[config.mk]
export PLATFORM = sky130hd
export DESIGN_NAME = base64_stream_decoder
export DESIGN_NICKNAME = d
export VERILOG_FILES = /design/src/hw/rtl/b64d_pkg.sv /design/src/hw/rtl/base64_stream_decoder.sv /design/src/hw/rtl/b64d_front.sv /design/src/hw/rtl/b64d_queue.sv /design/src/hw/rtl/b64d_back.sv
export SDC_FILE = /design/constraint.sdc
export NUM_CORES = 1
export LEC_CHECK = 0
export BUFFER_PORTS_ARGS = -buffer_cell sky130_fd_sc_hd__buf_2
export CORE_MARGIN = 2
export CORE_UTILIZATION = 65
export CTS_CLUSTER_DIAMETER = 60
export CTS_CLUSTER_SIZE = 12
export DETAILED_ROUTE_END_ITERATION = 16
export PLACE_DENSITY_LB_ADDON = 0.25
export RECOVER_POWER = 100
export SLEW_MARGIN = 10
export SYNTH_ARGS = -nofsm -noshare
export SYNTH_HDL_FRONTEND = slang
export SYNTH_SLANG_ARGS = --single-unit
[constraint.sdc]
create_clock -name clock -period 7.8 [get_ports clock]
set_clock_uncertainty 0.1 [all_clocks]
set_input_delay 0.39 -clock clock [delete_from_list [all_inputs] [get_ports clock]]
set_output_delay 0.39 -clock clock [all_outputs]
set_load 0.01 [all_outputs]
[src/hw/rtl/b64d_pkg.sv]
// Shared types, constants and character lookup functions for the base64 stream decoder.
// Used by every module under hw/rtl; depends on nothing.
`timescale 1ns / 1ps

package b64d_pkg;

   localparam int COUNT_BITS = 16;
   localparam int LIMIT_BITS = 16;
   localparam int OUT_COUNT_BITS = 16;
   localparam int CMP_BITS = (COUNT_BITS >= LIMIT_BITS) ? COUNT_BITS + 1 : LIMIT_BITS + 1;
   localparam int QDEPTH = 4;
   localparam int QPTR_BITS = $clog2(QDEPTH);

   localparam logic [7:0] PAD_CHAR = 8'h3D;
   localparam logic [7:0] NUL_CHAR = 8'h00;
   localparam logic [LIMIT_BITS-1:0] LIMIT_RESET = '1;

   typedef enum logic [1:0] {
      KIND_DATA = 2'd0,
      KIND_END  = 2'd1,
      KIND_OVF  = 2'd2
   } kind_type;

   typedef enum logic [1:0] {
      TAIL_NONE = 2'd0,
      TAIL_END  = 2'd1,
      TAIL_OVF  = 2'd2
   } tail_type;

   // One decoded group or stream event, expanded by the back end into words.
   typedef struct packed {
      logic [1:0]                n_bytes;
      logic [2:0][7:0]           bytes;
      tail_type                  tail;
      logic [OUT_COUNT_BITS-1:0] count;
   } cmd_type;

   function automatic logic [5:0] sextet_of(input logic [7:0] c);
      logic [5:0] s;
      s = 6'd0;
      if (c >= 8'h41 && c <= 8'h5A) begin
         s = 6'(c - 8'h41);
      end else if (c >= 8'h61 && c <= 8'h7A) begin
         s = 6'(c - 8'h61 + 8'd26);
      end else if (c >= 8'h30 && c <= 8'h39) begin
         s = 6'(c - 8'h30 + 8'd52);
      end else if (c == 8'h2B) begin
         s = 6'd62;
      end else if (c == 8'h2F) begin
         s = 6'd63;
      end
      return s;
   endfunction

   function automatic logic is_blank(input logic [7:0] c);
      return (c == 8'h20) || (c >= 8'h09 && c <= 8'h0D);
   endfunction

endpackage

[src/hw/rtl/base64_stream_decoder.sv]
// Base64 stream decoder: one character per cycle in, decoded bytes and stream events out.
// A result passes a queue slot, the back end's command register and the output register.
// Throughput: one character per cycle unless full and one result word per cycle while
// popped; each group expands into up to three words; a four-entry queue absorbs stalls.
// Reset (synchronous, active high) re-arms the decoder, empties the queue and output
// register, and sets the decoded-byte limit to 65535.
`timescale 1ns / 1ps

module base64_stream_decoder
   import b64d_pkg::*;
(
   input  logic                      clock,
   input  logic                      reset,
   input  logic                      push,
   output logic                      full,
   input  logic [7:0]                req_ch,
   output logic                      empty,
   input  logic                      pop,
   output logic [1:0]                rsp_kind,
   output logic [7:0]                rsp_data_byte,
   output logic [OUT_COUNT_BITS-1:0] rsp_byte_count,
   output logic                      rsp_last,
   input  logic                      csr_wr_en,
   input  logic [LIMIT_BITS-1:0]     csr_wr_data
);

   logic    accept;
   logic    cmd_push;
   cmd_type cmd;
   cmd_type q_cmd;
   logic    q_pop;
   logic    q_empty;
   logic    q_full;

   assign full   = q_full;
   assign accept = push && !q_full;

   b64d_front u_front (
      .clock       (clock),
      .reset       (reset),
      .accept      (accept),
      .ch          (req_ch),
      .csr_wr_en   (csr_wr_en),
      .csr_wr_data (csr_wr_data),
      .cmd_push    (cmd_push),
      .cmd         (cmd)
   );

   b64d_queue u_queue (
      .clock   (clock),
      .reset   (reset),
      .wr_en   (cmd_push),
      .wr_cmd  (cmd),
      .rd_en   (q_pop),
      .rd_cmd  (q_cmd),
      .q_full  (q_full),
      .q_empty (q_empty)
   );

   b64d_back u_back (
      .clock          (clock),
      .reset          (reset),
      .q_cmd          (q_cmd),
      .q_empty        (q_empty),
      .q_pop          (q_pop),
      .pop            (pop),
      .empty          (empty),
      .rsp_kind       (rsp_kind),
      .rsp_data_byte  (rsp_data_byte),
      .rsp_byte_count (rsp_byte_count),
      .rsp_last       (rsp_last)
   );

endmodule

[src/hw/rtl/b64d_front.sv]
// Front end: takes characters, tracks group position and count, builds group commands.
// Depends on b64d_pkg.
`timescale 1ns / 1ps

module b64d_front
   import b64d_pkg::*;
(
   input  logic                  clock,
   input  logic                  reset,
   input  logic                  accept,
   input  logic [7:0]            ch,
   input  logic                  csr_wr_en,
   input  logic [LIMIT_BITS-1:0] csr_wr_data,
   output logic                  cmd_push,
   output cmd_type               cmd
);

   logic [1:0]            pos_ff, pos_in;
   logic [5:0]            sext_ff [3];
   logic [5:0]            sext_in [3];
   logic                  third_pad_ff, third_pad_in;
   logic [COUNT_BITS-1:0] count_ff, count_in;
   logic                  finished_ff, finished_in;
   logic [LIMIT_BITS-1:0] limit_ff, limit_in;

   logic [5:0]            s;
   logic [CMP_BITS-1:0]   count_ext;
   logic [CMP_BITS-1:0]   limit_ext;
   logic                  overflow;
   logic [1:0]            n;
   logic [COUNT_BITS-1:0] count_next;
   logic [CMP_BITS-1:0]   count_next_ext;

   always_comb begin
      s              = sextet_of(ch);
      count_ext      = {{(CMP_BITS-COUNT_BITS){1'b0}}, count_ff};
      limit_ext      = {{(CMP_BITS-LIMIT_BITS){1'b0}}, limit_ff};
      overflow       = (count_ext + CMP_BITS'(4)) >= limit_ext;
      if (third_pad_ff) begin
         n = 2'd1;
      end else if (ch == PAD_CHAR) begin
         n = 2'd2;
      end else begin
         n = 2'd3;
      end
      count_next     = count_ff + COUNT_BITS'(n);
      count_next_ext = {{(CMP_BITS-COUNT_BITS){1'b0}}, count_next};
   end

   always_comb begin
      pos_in       = pos_ff;
      sext_in      = sext_ff;
      third_pad_in = third_pad_ff;
      count_in     = count_ff;
      finished_in  = finished_ff;
      limit_in     = csr_wr_en ? csr_wr_data : limit_ff;
      cmd_push     = 1'b0;
      cmd.n_bytes  = 2'd0;
      cmd.bytes[0] = {sext_ff[0], sext_ff[1][5:4]};
      cmd.bytes[1] = {sext_ff[1][3:0], sext_ff[2][5:2]};
      cmd.bytes[2] = {sext_ff[2][1:0], s};
      cmd.tail     = TAIL_END;
      cmd.count    = count_ext[OUT_COUNT_BITS-1:0];

      if (accept) begin
         priority if (ch == NUL_CHAR) begin
            // report the count unless an end or overflow already did, then re-arm
            cmd_push     = !finished_ff;
            pos_in       = 2'd0;
            sext_in      = '{default: 6'd0};
            third_pad_in = 1'b0;
            count_in     = '0;
            finished_in  = 1'b0;
         end else if (finished_ff || is_blank(ch)) begin
            // drop
         end else if (pos_ff != 2'd3) begin
            sext_in[pos_ff] = s;
            if (pos_ff == 2'd2) begin
               third_pad_in = (ch == PAD_CHAR);
            end
            pos_in = pos_ff + 2'd1;
         end else begin
            pos_in   = 2'd0;
            cmd_push = 1'b1;
            if (overflow) begin
               finished_in = 1'b1;
               cmd.tail    = TAIL_OVF;
            end else begin
               cmd.n_bytes  = n;
               cmd.count    = count_next_ext[OUT_COUNT_BITS-1:0];
               count_in     = count_next;
               third_pad_in = 1'b0;
               if (n == 2'd3) begin
                  cmd.tail = TAIL_NONE;
               end else begin
                  finished_in = 1'b1;
               end
            end
         end
      end
   end

   always_ff @(posedge clock) begin
      if (reset) begin
         pos_ff       <= 2'd0;
         sext_ff      <= '{default: 6'd0};
         third_pad_ff <= 1'b0;
         count_ff     <= '0;
         finished_ff  <= 1'b0;
         limit_ff     <= LIMIT_RESET;
      end else begin
         pos_ff       <= pos_in;
         sext_ff      <= sext_in;
         third_pad_ff <= third_pad_in;
         count_ff     <= count_in;
         finished_ff  <= finished_in;
         limit_ff     <= limit_in;
      end
   end

endmodule

[src/hw/rtl/b64d_queue.sv]
// Short command queue between the front and back ends, held in flip-flops.
// Depends on b64d_pkg.
`timescale 1ns / 1ps

module b64d_queue
   import b64d_pkg::*;
(
   input  logic    clock,
   input  logic    reset,
   input  logic    wr_en,
   input  cmd_type wr_cmd,
   input  logic    rd_en,
   output cmd_type rd_cmd,
   output logic    q_full,
   output logic    q_empty
);

   cmd_type              slot_ff [QDEPTH];
   logic [QPTR_BITS-1:0] wr_ptr_ff, wr_ptr_in;
   logic [QPTR_BITS-1:0] rd_ptr_ff, rd_ptr_in;
   logic [QPTR_BITS:0]   fill_ff, fill_in;

   always_comb begin
      q_full    = (fill_ff == (QPTR_BITS+1)'(QDEPTH));
      q_empty   = (fill_ff == '0);
      rd_cmd    = slot_ff[rd_ptr_ff];
      wr_ptr_in = wr_en ? wr_ptr_ff + 1'b1 : wr_ptr_ff;
      rd_ptr_in = rd_en ? rd_ptr_ff + 1'b1 : rd_ptr_ff;
      fill_in   = fill_ff + (QPTR_BITS+1)'(wr_en) - (QPTR_BITS+1)'(rd_en);
   end

   always_ff @(posedge clock) begin
      if (wr_en) begin
         slot_ff[wr_ptr_ff] <= wr_cmd;
      end
   end

   always_ff @(posedge clock) begin
      if (reset) begin
         wr_ptr_ff <= '0;
         rd_ptr_ff <= '0;
         fill_ff   <= '0;
      end else begin
         wr_ptr_ff <= wr_ptr_in;
         rd_ptr_ff <= rd_ptr_in;
         fill_ff   <= fill_in;
      end
   end

endmodule

[src/hw/rtl/b64d_back.sv]
// Back end: expands queued commands into words in an output register, one per cycle while popped.
// Depends on b64d_pkg.
`timescale 1ns / 1ps

module b64d_back
   import b64d_pkg::*;
(
   input  logic                      clock,
   input  logic                      reset,
   input  cmd_type                   q_cmd,
   input  logic                      q_empty,
   output logic                      q_pop,
   input  logic                      pop,
   output logic                      empty,
   output logic [1:0]                rsp_kind,
   output logic [7:0]                rsp_data_byte,
   output logic [OUT_COUNT_BITS-1:0] rsp_byte_count,
   output logic                      rsp_last
);

   cmd_type                   cmd_ff, cmd_in;
   logic                      cmd_vld_ff, cmd_vld_in;
   logic [1:0]                step_ff, step_in;
   logic                      out_vld_ff, out_vld_in;
   kind_type                  kind_ff, kind_in;
   logic [7:0]                byte_ff, byte_in;
   logic [OUT_COUNT_BITS-1:0] count_ff, count_in;
   logic                      last_ff, last_in;

   logic       out_free;
   logic       advance;
   logic       final_step;
   logic [2:0] total;
   logic       load;

   always_comb begin
      out_free   = !out_vld_ff || pop;
      advance    = cmd_vld_ff && out_free;
      total      = {1'b0, cmd_ff.n_bytes} + {2'b00, cmd_ff.tail != TAIL_NONE};
      final_step = ({1'b0, step_ff} + 3'd1) == total;
      load       = !cmd_vld_ff || (advance && final_step);
      q_pop      = load && !q_empty;

      cmd_in     = q_pop ? q_cmd : cmd_ff;
      cmd_vld_in = q_pop ? 1'b1 : (load ? 1'b0 : cmd_vld_ff);
      if (load) begin
         step_in = 2'd0;
      end else if (advance) begin
         step_in = step_ff + 2'd1;
      end else begin
         step_in = step_ff;
      end

      // word selected by the current step: data bytes first, then the tail
      if (step_ff < cmd_ff.n_bytes) begin
         kind_in  = KIND_DATA;
         byte_in  = cmd_ff.bytes[step_ff];
         count_in = '0;
         last_in  = (cmd_ff.n_bytes == 2'd3) && (step_ff == 2'd2);
      end else begin
         kind_in  = (cmd_ff.tail == TAIL_OVF) ? KIND_OVF : KIND_END;
         byte_in  = 8'd0;
         count_in = cmd_ff.count;
         last_in  = 1'b1;
      end

      if (advance) begin
         out_vld_in = 1'b1;
      end else if (pop) begin
         out_vld_in = 1'b0;
      end else begin
         out_vld_in = out_vld_ff;
      end

      empty          = !out_vld_ff;
      rsp_kind       = kind_ff;
      rsp_data_byte  = byte_ff;
      rsp_byte_count = count_ff;
      rsp_last       = last_ff;
   end

   always_ff @(posedge clock) begin
      cmd_ff <= cmd_in;
      if (advance) begin
         kind_ff  <= kind_in;
         byte_ff  <= byte_in;
         count_ff <= count_in;
         last_ff  <= last_in;
      end
   end

   always_ff @(posedge clock) begin
      if (reset) begin
         cmd_vld_ff <= 1'b0;
         step_ff    <= 2'd0;
         out_vld_ff <= 1'b0;
      end else begin
         cmd_vld_ff <= cmd_vld_in;
         step_ff    <= step_in;
         out_vld_ff <= out_vld_in;
      end
   end

endmodule
# Yosys cells after proc, flatten, opt, wreduce, memory -nomap -nowiden
# Memories as Yosys holds them, arrays and structs flattened. A register that Yosys moved wholly into a read port is not among the register bits.
# Cells that the tools add are included.
[word_totals] ff_bits=92 ramBits=176 inputBits=29 out_inout_bits=29 word_cells=150 n_memories=1
[mem_list] memory="u_queue.slot_ff" depth=4 width=44 read_ports=1 rd_ports_with_merged_regs=1 wr=1 line="b64d_queue.sv:18" text="cmd_type slot_ff [QDEPTH];"
[classes] add_sub_neg=15 n_lt_le_gt_ge=13 n_eq_ne=17 mux=54 bitwise_logic=1 reduce_logical=31
[op_table] cell="18-bit two-way mux" count=7
[op_table] cell="16-bit two-way mux" count=4
[op_table] cell="6-bit two-way mux" count=6
[op_table] cell="8-bit by 6-bit == test with 1-bit output (second input constant)" count=4
[op_table] cell="1-bit two-way mux" count=22
[op_table] cell="2-bit two-way mux" count=11
[op_table] cell="18-bit bitwise mux" count=1
[op_table] cell="16-bit by 3-bit adder with 17-bit output (second input constant)" count=1
[op_table] cell="17-bit by 16-bit greater-or-equal comparator with 1-bit output" count=1
[op_table] cell="16-bit by 2-bit adder with 16-bit output" count=1
[op_table] cell="8-bit binary-select mux with 2-bit select" count=1
[op_table] cell="8-bit by 7-bit greater-or-equal comparator with 1-bit output (second input constant)" count=2
[op_table] cell="8-bit by 7-bit <= comparator with 1-bit output (second input constant)" count=2
[op_table] cell="6-bit demux with 2-bit select" count=1
[op_table] cell="6-bit subtractor (second input constant)" count=2
[op_table] cell="2-bit == test (second input constant)" count=5
[op_table] cell="1-bit logical AND" count=10
[op_table] cell="2-bit by 1-bit adder with 2-bit output (second input constant)" count=4
[op_table] cell="8-bit by 4-bit greater-or-equal comparator with 1-bit output (second input constant)" count=1
[op_table] cell="8-bit by 6-bit greater-or-equal comparator with 1-bit output (second input constant)" count=1
[op_table] cell="8-bit by 4-bit <= comparator with 1-bit output (second input constant)" count=1
[op_table] cell="8-bit by 6-bit <= comparator with 1-bit output (second input constant)" count=1
[op_table] cell="8-bit logical NOT" count=1
[op_table] cell="8-bit two-way mux" count=1
[op_table] cell="other kinds (27)" count=40

# Longest topological paths before layout
# Gate-level depths: netlist (run 1).
[depth] ltp_word=10 ltp_mapped=15 depth_no_buf=13

# Hierarchy
# From an unflattened synthesis (run 1), not the netlist that was laid out.
[hier_totals] cells_unflattened=915 hier_area_um2=13606.8
[modules_own_cells] mod="b64d_queue" instances=1 cells_each=272 area_per_inst_um2=6846.6
[modules_own_cells] mod="b64d_front" instances=1 cells_each=477 area_per_inst_um2=3961.3
[modules_own_cells] mod="b64d_back" instances=1 cells_each=165 area_per_inst_um2=2785.2
[modules_own_cells] mod="base64_stream_decoder" instances=1 cells_each=1 area_per_inst_um2=13.8

# Worst setup path before layout (run 1)
# No wires, ideal clock.
[synth_path] path_kind="in2reg" start="input pop" end="register u_queue.fill_ff[2]" setup_time_ps=128 arrival_ps=4269 t_required_ps=7572 setup_slack_ps=3303 stages=12 n_path_buf=1 path_cell_list="nand2b_1 and2_1 clkbuf_1 a41o_1 o31a_1 ha_1 inv_1 ha_1 fa_1 xnor2_1 xnor2_1 nor2_1"
[synth_between] elab_chain_cells=6
[synth_lines] item="start, declared" line="base64_stream_decoder.sv:18" text="input logic pop,"
[synth_lines] item="1-bit logical OR" line="b64d_back.sv:37" text="out_free = !out_vld_ff || pop;"
[synth_lines] item="1-bit logical AND" line="b64d_back.sv:38" text="advance = cmd_vld_ff && out_free;"
[synth_lines] item="named net u_back.advance" line="b64d_back.sv:31" text="logic advance;"
[synth_lines] item="1-bit logical AND" line="b64d_back.sv:41" text="load = !cmd_vld_ff || (advance && final_step);"
[synth_lines] item="1-bit logical OR" line="b64d_back.sv:41"
[synth_lines] item="1-bit logical AND" line="b64d_back.sv:42" text="q_pop = load && !q_empty;"
[synth_lines] item="named net q_pop" line="base64_stream_decoder.sv:31" text="logic q_pop;"
[synth_lines] item="3-bit by 1-bit subtractor with 3-bit output" line="b64d_queue.sv:29" text="fill_in = fill_ff + (QPTR_BITS+1)'(wr_en) - (QPTR_BITS+1)'(rd_en);"
[synth_lines] item="end signal, assigned" line="b64d_queue.sv:46" text="fill_ff <= fill_in;"
[synth_lines] item="end, declared" line="b64d_queue.sv:21" text="logic [QPTR_BITS:0] fill_ff, fill_in;"
# The timed path passes the listed nets, and every way through them passes these cells.
# A chain may end at the register's enable or synchronous reset.

# Worst setup path in the final report (run 1)
[layout_path] start="input req_ch[1]" end="memory u_queue.slot_ff[1][13] (netlist name) (enable)"
[layout_between] elab_chain_cells=9 elab_cells_between_ends=12
[layout_lines] item="start, declared" line="base64_stream_decoder.sv:16" text="input logic [7:0] req_ch,"
[layout_lines] item="8-bit by 4-bit greater-or-equal comparator with 1-bit output / 8-bit by 4-bit <= comparator with 1-bit output (equally long branches)" line="b64d_pkg.sv:56" text="return (c == 8'h20) || (c >= 8'h09 && c <= 8'h0D);"
[layout_lines] item="1-bit logical AND" line="b64d_pkg.sv:56"
[layout_lines] item="1-bit logical OR" line="b64d_pkg.sv:56"
[layout_lines] item="1-bit logical OR" line="b64d_front.sv:74" text="end else if (finished_ff || is_blank(ch)) begin"
[layout_lines] item="1-bit two-way mux" line="b64d_front.sv:74"
[layout_lines] item="1-bit two-way mux (*)" line="b64d_front.sv:66" text="priority if (ch == NUL_CHAR) begin"
[layout_lines] item="1-bit two-way mux (*)" line="b64d_front.sv:65" text="if (accept) begin"
[layout_lines] item="named net cmd_push" line="base64_stream_decoder.sv:28" text="logic cmd_push;"
[layout_lines] item="1-bit two-way mux (*)" line="b64d_queue.sv:33" text="if (wr_en) begin"
[layout_lines] item="1-bit two-way mux (not written as such) (*)" line="b64d_queue.sv:34" text="slot_ff[wr_ptr_ff] <= wr_cmd;"
[layout_lines] item="end, declared" line="b64d_queue.sv:18"
# The timed path passes the listed nets; every way through them passes the cells marked *.

==> results.md, run 1 <==
Clock tree
• **Max Buffers Root-to-Sink** 3
• **clock edge transition at the registers on the reported setup and hold paths** 0.06 ns
• **hold-fix buffer count after cts** 16
• **clock latency at the later pin of the worst-skew pair** 0.55 ns
• **count of clock tree sinks** 312
• **clock tree root driver cell** clkbuf_16
• **CTS tree** done
• **buffers inserted during post-CTS setup optimization** 0
• **H-tree levels** 1
• **post-cts gate resize count** 0
• **total clock buffers created by CTS** 30

Logic synthesis
• **number of enable flip-flop cells after synthesis** 247
• **most frequent cell after synthesis** edfxtp_1
• **mean instance size in the synthesized netlist** 14.6 um2
• **fraction of synthesis flops using an asynchronous set or reset pin** 0%
• **most frequent cells after synthesis** edfxtp_1 (247), nor2_1 (67), dfxtp_1 (65), nand2_1 (45)
• **synthesized area** 0.0134 mm2
• **top-area cell type share of the netlist area** 55.4%
• **Synthesis Warnings** 0
• **Post-Syn Instances** 916
• **prevailing post-synth register cell** edfxtp_1
• **post-synthesis cell type count** 74
• **ranking of synthesized cells by area** edfxtp_1 (55%), dfxtp_1 (9.7%), mux4_2 (7.4%), ha_1 (3.8%), nor2_1 (1.9%)
• **cell type with the highest aggregate area in the netlist** edfxtp_1
• **number of storage elements in the synthesis netlist** 312
• **sequential element share of the synthesized area** 65.1%
• **net count after synthesis** 988

Pwr
• **power per cell area** 284 mW/mm2
• **cell-internal power** 3.13 mW
• **Comb pwr share** 17.8%
• **net switching fraction of the power** 25.7%
• **Leak** 5.22 nW
• **Switch Pwr** 1.08 mW
• **clock network power share** 31.1%
• **peak ir drop on the vdd network** 183 uV
• **Sequential Power Share** 51.1%

STA
• **Slew @ Worst Pin** 3.89 ns
• **Final min period** 5.25 ns
• **RSZ-0062 raised after global routing** no
• **Final Slew Violations** 335
• **total negative slack for setup checks** 0 ns
• **part of the cycle the worst path needs** 67.3%
• **setup violation total in the final timing report** 0
• **maximum clock frequency** 191 MHz
• **number of hold-slack violations in the final timing report** 0
• **Slew HR** -159%
• **worst slack on hold paths** 0.0330 ns

Layout
• **number of diodes** 0
• **Layout Utilization** 73.2%
• **fraction of layout instances using a drive strength above 1** 12.7%
• **Sequential Area** 0.00872 mm2
• **area of combinational cells with multiple inputs** 0.00425 mm2
• **final-stage net count** 1058
• **Layout area overhead** 10.6%
• **filler cell count in the final layout** 1310

Detailed routing
• **post-route DRC violation count** 0
• **total via count in the routed design** 7694
• **Detail Route Antenna Nets** 0
• **Detailed Route Iter0 Violations** 595
• **first drt pass iteration count** 5
• **routed via count divided by cell count** 6.02
• **total wirelength of the detailed-routed design** 25.6 mm
• **routed length per instance** 20.0 um

Global routing
• **overall fraction of global-route tracks in use** 24.2%
• **global-route wire length before repair** 41.1 mm
• **total global routing overflow** 0
• **antenna violations before repair** 0
• **maximum number of pins on one net before global-route repair** 47
• **vias in the first global route** 7408

Critical path
• **critical path capture point type** flip-flop
• **endpoint required time on the critical path** 7.80 ns
• **class of the most critical setup path** input pin to flip-flop
• **reg2reg path depth** 6
• **kind of start point of the critical path** input pin
• **crit path DAT** 5.24 ns
• **Critical Path Fanout Max** 44

Floorplanning
• **DIE AREA** 0.0218 mm2
• **# IOs** 58
• **Floorplan Core Area** 0.0202 mm2
• **die span in x** 148 um
• **effective utilization at floorplan** 66.2%
• **die span in y** 148 um
• **standard-cell row count** 52

Run status
• **run status** complete, but fails checks
• **failing checks** capacitance limit, slew limit

Placement
• **number of I/O port buffers** 57
• **final weighted congestion in routability-driven placement** 0.887
• **total half-perimeter wirelength after legalization and detailed placement** 15.6 mm

Worst hold path
• **type of the tightest min-delay check** input pin to flip-flop
• **hold path depth** 3

Flow run
• **Maximum Capacitance Violations** 8

-- cells by family after synthesis --
logic type | share of synthesized area, %
muxes | 8.31
and+or+nand+nor | 9.91
AOI/OAI and AO/OA | 7.19
DFF | 65.1
xor gates and xnor gates | 2.42
adders and majority gates | 4.13
buffers and inverters | 2.91
-- placed cells by master (no fill, tap or decap), drive strengths merged, types with 3 or more instances in the layout --
cell type and n:
nand2 45, xnor2 24, a21o 6, xor2 13, and2 23, or3 4, or4b 3, edfxtp 247
clkbuf 93, o311ai 10, nand4b 8, a32oi 5, mux4 44, o211ai 22, a22oi 18, nor2b 9
or2 4, o21ai 7, nand4 8, nor3b 4, ha 41, mux2i 11, buf 29, o31ai 6
nor2 69, and3 6, nand3 40, nor3 16, a211oi 3, nand3b 3, o22ai 3, inv 45
a31oi 8, dlygate4sd3 16, a21oi 21, dfxtp 65
-- power groups by stage --
stage / clock network, mW / logic (mW) / registers (mW)
after CTS: 1.33 / 0.769 / 2.14
final: 1.31 / 0.749 / 2.15
after floorplan: 0 / 0.539 / 2.20
after detailed placement: 0 / 0.750 / 2.17
after global routing: 1.39 / 0.833 / 2.17
after global placement: 0 / 0.731 / 2.16
-- worst max-delay path, cell delays in order --
cell and delay (ns):
clkbuf_1 0.13, inv_1 0.16, ha_1 0.32, nand2_1 0.20, nor3_1 0.52, and3_1 0.45, a2bb2oi_1 0.75, and2_2 0.26
clkbuf_1 2.01
-- sequential cells by signal, indices dropped and copies added (netlist names), 2 cells and up --
register	flops
u_queue.rd_ptr_ff	2
u_queue.slot_ff	176
u_back.step_ff	2
u_back.cmd_ff	44
u_back.rsp_kind	2
u_queue.wr_ptr_ff	2
u_front.count_ff	16
u_queue.fill_ff	3
u_back.rsp_data_byte	8
u_front.pos_ff	2
u_front.cmd	18
u_back.rsp_byte_count	16
u_front.limit_ff	16
-- routing by layer --
| layer | up-vias | wire length, um | track usage (%) |
|---|---|---|---|
| met2 | 257 | 12100 | 38.3 |
| met1 | 3759 | 11500 | 36.6 |
| met5 | - | 0 | 0 |
| met4 | 0 | 373 | 5.29 |
| li1 | 3641 | - | - |
| met3 | 37 | 1610 | 3.33 |
-- layout make-up --
type                       instances  area share, %
clock buffer                      54           5.82
clock inverter                     1         0.0761
inverter                          45           1.14
multi-input combinational        513           28.7
sequential                       312           58.9
tap                              270           2.28
timing repair buffer              84           3.08
-- stage by stage --
step,cells,area (um2),power (mW),setup slack (ns)
6_report,1279,14800,4.21,2.55
3_5_place_dp,1208,13900,2.92,3.81
4_1_cts,1279,14900,4.24,3.71
5_1_grt,1279,14800,4.39,2.12
3_3_place_gp,1208,13900,2.89,3.97
2_1_floorplan,916,13400,2.74,3.30
-- path summary, 6_finish.rpt --
path | from | to | slack, ns
setup / recovery | req_ch[1] | u_queue.slot_ff[1][13] | 2.55
hold / removal | pop | u_back.out_vld_ff | 0.03
setup reg to reg | u_front.pos_ff[0] | u_queue.slot_ff[1][13] | 2.75
hold reg to reg | u_front.limit_ff[9] | u_front.limit_ff[9] | 0.38
(Power assumes the default switching activity.)
==> inputs of run 2 (changes only) <==
--- a/config.mk
+++ b/config.mk
@@ -5,9 +5,10 @@
 export SDC_FILE = /design/constraint.sdc
 export NUM_CORES = 1
 export LEC_CHECK = 0
+export ABC_AREA = 1
 export BUFFER_PORTS_ARGS = -buffer_cell sky130_fd_sc_hd__buf_2
 export CORE_MARGIN = 2
-export CORE_UTILIZATION = 65
+export CORE_UTILIZATION = 62
 export CTS_CLUSTER_DIAMETER = 60
 export CTS_CLUSTER_SIZE = 12
 export DETAILED_ROUTE_END_ITERATION = 16
==> constraint.sdc (replaced) <==
create_clock -name clock -period 5.1 [get_ports clock]
set_clock_uncertainty 0.1 [all_clocks]
set_input_delay 0.255 -clock clock [delete_from_list [all_inputs] [get_ports clock]]
set_output_delay 0.255 -clock clock [all_outputs]
set_load 0.01 [all_outputs]
==> results.md, run 2 <==
Critical path
• **largest stage delay on the critical path** 0.74 ns
• **worst-path cell chain** clkbuf_1, inv_1, ha_1, nand2_1, nor2_1, inv_1, or2_2, nand2_1, nand2_1, a21oi_1, inv_1, nor2_4, buf_4
• **critical path capture point type** flip-flop
• **Crit path buffers/inverters** 5
• **reg2reg path depth** 16
• **end of the worst register-to-register path** u_queue.slot_ff[1][0]
• **source of the worst register-to-register timing path** u_front.count_ff[4]
• **Critical Path Fanout Max** 29
• **endpoint required time on the critical path** 5.25 ns
• **kind of start point of the critical path** input pin
• **worst reg-to-reg setup slack** 1.19 ns
• **class of the most critical setup path** input pin to flip-flop
• **Worst path slowest cell** nor2_4
• **cell family contributing the most delay on the critical path** simple AND/OR/NAND/NOR gates
• **crit path DAT** 4.20 ns

Layout
• **commonest non-fill, non-tap cells in the layout** edfxtp_1 (247), nand2_1 (198), nor2_1 (173), o21ai_0 (140), inv_1 (131)
• **post-route cell area** 0.0153 mm2
• **filler cell count in the final layout** 1657
• **number of flip-flops under the largest register name** 176
• **Biggest register** u_queue.slot_ff
• **Layout area overhead** 10.6%
• **number of diodes** 0
• **most common library cell in the layout ignoring fill and taps** edfxtp_1
• **final-stage net count** 1472
• **fraction of layout instances using a drive strength above 1** 6.74%

Floorplanning
• **die span in x** 154 um
• **Floorplan Core Area** 0.0219 mm2
• **effective utilization at floorplan** 63.4%
• **die span in y** 154 um
• **# IOs** 58
• **DIE AREA** 0.0236 mm2
• **standard-cell row count** 54

Detailed routing
• **Detail Route Antenna Nets** 0
• **routed via count divided by cell count** 5.69
• **total wirelength of the detailed-routed design** 29.0 mm
• **first drt pass iteration count** 5
• **total via count in the routed design** 9688
• **Detailed Route Iter0 Violations** 862
• **post-route DRC violation count** 0
• **routed length per instance** 17.0 um

STA
• **Slew @ Worst Pin** 1.71 ns
• **maximum clock frequency** 247 MHz
• **Final Slew Violations** 182
• **Final min period** 4.05 ns
• **Slew HR** -13.9%
• **number of hold-slack violations in the final timing report** 0
• **RSZ-0062 raised after global routing** no
• **worst slack on hold paths** 0.0650 ns
• **setup violation total in the final timing report** 0
• **final setup margin** 1.05 ns
• **total negative slack for setup checks** 0 ns
• **part of the cycle the worst path needs** 79.5%

Clock tree
• **CTS tree** done
• **clock edge transition at the registers on the reported setup and hold paths** 0.06 ns
• **total clock buffers created by CTS** 30
• **clock tree root driver cell** clkbuf_16
• **count of clock tree sinks** 312
• **Max Buffers Root-to-Sink** 3
• **H-tree levels** 1
• **clock latency at the later pin of the worst-skew pair** 0.55 ns
• **post-cts gate resize count** 0

Logic synthesis
• **post-synthesis mux area share** 0%
• **post-synthesis share of cell area spent on full adders, half adders and majority gates** 3.98%
• **Post-Syn Instances** 1336
• **ranking of synthesized cells by area** edfxtp_1 (53%), dfxtp_1 (9.4%), nand2_1 (5.2%), o21ai_0 (4.9%), nor2_1 (4.7%)
• **simple-gate share of the synthesized area** 15.3%
• **most frequent cells after synthesis** edfxtp_1 (247), nand2_1 (194), nor2_1 (173), o21ai_0 (137), inv_1 (127)
• **Synthesis Warnings** 0
• **sequential element share of the synthesized area** 62.8%
• **number of enable flip-flop cells after synthesis** 247
• **mean instance size in the synthesized netlist** 10.4 um2
• **number of storage elements in the synthesis netlist** 312
• **prevailing post-synth register cell** edfxtp_1
• **fraction of synthesis flops using an asynchronous set or reset pin** 0%
• **most frequent cell after synthesis** edfxtp_1
• **Compound-Gate Fraction of Synth Area** 10.6%
• **post-synthesis cell type count** 40
• **top-area cell type share of the netlist area** 53.4%
• **synthesized area** 0.0139 mm2
• **net count after synthesis** 1408
• **xor/xnor cell area share of the yosys netlist** 1.83%
• **cell type with the highest aggregate area in the netlist** edfxtp_1
• **dominant combinational cell family by area after synthesis** simple AND/OR/NAND/NOR gates

Global routing
• **maximum number of pins on one net before global-route repair** 93
• **overall fraction of global-route tracks in use** 24.4%
• **total global routing overflow** 0
• **global-route wire length before repair** 46.4 mm
• **vias in the first global route** 9205
• **antenna violations before repair** 1

Worst hold path
• **type of the tightest min-delay check** input pin to flip-flop
• **hold path depth** 4
• **destination of the worst hold path** u_front.count_ff[2]
• **hold_sp** reset

Pwr
• **Leak** 5.78 nW
• **power per cell area** 446 mW/mm2
• **total power draw** 6.84 mW
• **peak ir drop on the vdd network** 242 uV

Placement
• **total half-perimeter wirelength after legalization and detailed placement** 18.7 mm
• **number of I/O port buffers** 57
• **post-placement cell area** 0.0144 mm2
• **worst slack, placed** 1.54 ns
• **final weighted congestion in routability-driven placement** 0.948

Run status
• **run status** complete, but fails checks
• **failing checks** capacitance limit, slew limit

Flow run
• **Maximum Capacitance Violations** 2

run 2: cell count changes in the layout (fill, tap and decap cells not counted), moves of 15 or more:
cell	change
o22ai_1	+41
a22oi_1	-18
and2_0	-15
inv_1	+87
o21ai_0	+133
a21oi_1	+56
nand3_1	+31
xnor2_1	-22
nand2_1	+153
nor2_1	+106
mux4_2	-44
run 2: metal layers:
metal,part of all wire [%],vias to the layer above,wire length [um],track usage (%)
met5,0.045,-,13,0
met4,1.8,2,521,6.60
met3,7.5,49,2170,3.49
met2,47,380,13500,39.7
met1,44,4533,12800,34.9
li1,-,4724,-,-
run 2: power breakdown:
group / switching [mW] / internal [mW] / total (mW)
Sequential: 0.128 / 3.25 / 3.38
Clock: 0.869 / 1.18 / 2.05
Combinational: 1.03 / 0.387 / 1.42
Total: 2.03 / 4.82 / 6.84
run 2: area by class of cell:
class / count / area [um2] / area share [%]
Clock buffer: 54 / 862 / 5.62
Clock inverter: 2 / 38.8 / 0.253
Inverter: 137 / 514 / 3.35
Multi-Input combinational cell: 832 / 4360 / 28.4
Sequential cell: 312 / 8720 / 56.8
Tap cell: 280 / 350 / 2.28
Timing Repair Buffer: 87 / 508 / 3.31
run 2: worst max-delay path by stage:
stage / startpoint / to / cells past startpoint
after global routing: req_ch[2] / u_queue.slot_ff[2][13] / 13
final: req_ch[2] / u_queue.slot_ff[2][12] / 13
after CTS: u_front.count_ff[4] / u_queue.slot_ff[1][16] / 14
after detailed placement: req_ch[0] / u_queue.slot_ff[2][10] / 13
after global placement: req_ch[0] / u_queue.slot_ff[2][12] / 13
after floorplan: u_back.out_vld_ff / u_queue.fill_ff[1] / 12
run 2: kinds of logic after synthesis:
| family | Yosys count |
|---|---|
| compound gates | 274 |
| xor+xnor | 29 |
| fa+ha+maj | 43 |
| buf+inv | 192 |
| flops | 312 |
| simple gates | 486 |
run 2: timing repair:
item                                   CTS  global route
endpoints found under the hold margin   17             0
hold buffers                            17             0
buffers inserted                         0             0
run 2: per-stage QoR:
stage / utilization [%] / cells
2_1_floorplan: - / 1336
3_3_place_gp: 65.8 / 1631
3_5_place_dp: 65.8 / 1631
4_1_cts: 70.7 / 1704
5_1_grt: 70.1 / 1704
6_report: 70.1 / 1704
run 2: tightest hold or removal path, cell delays in order:
cell and delay [ns]:
buf_2 0.08, inv_1 0.17, nand2_1 0.12, inv_1 0.03
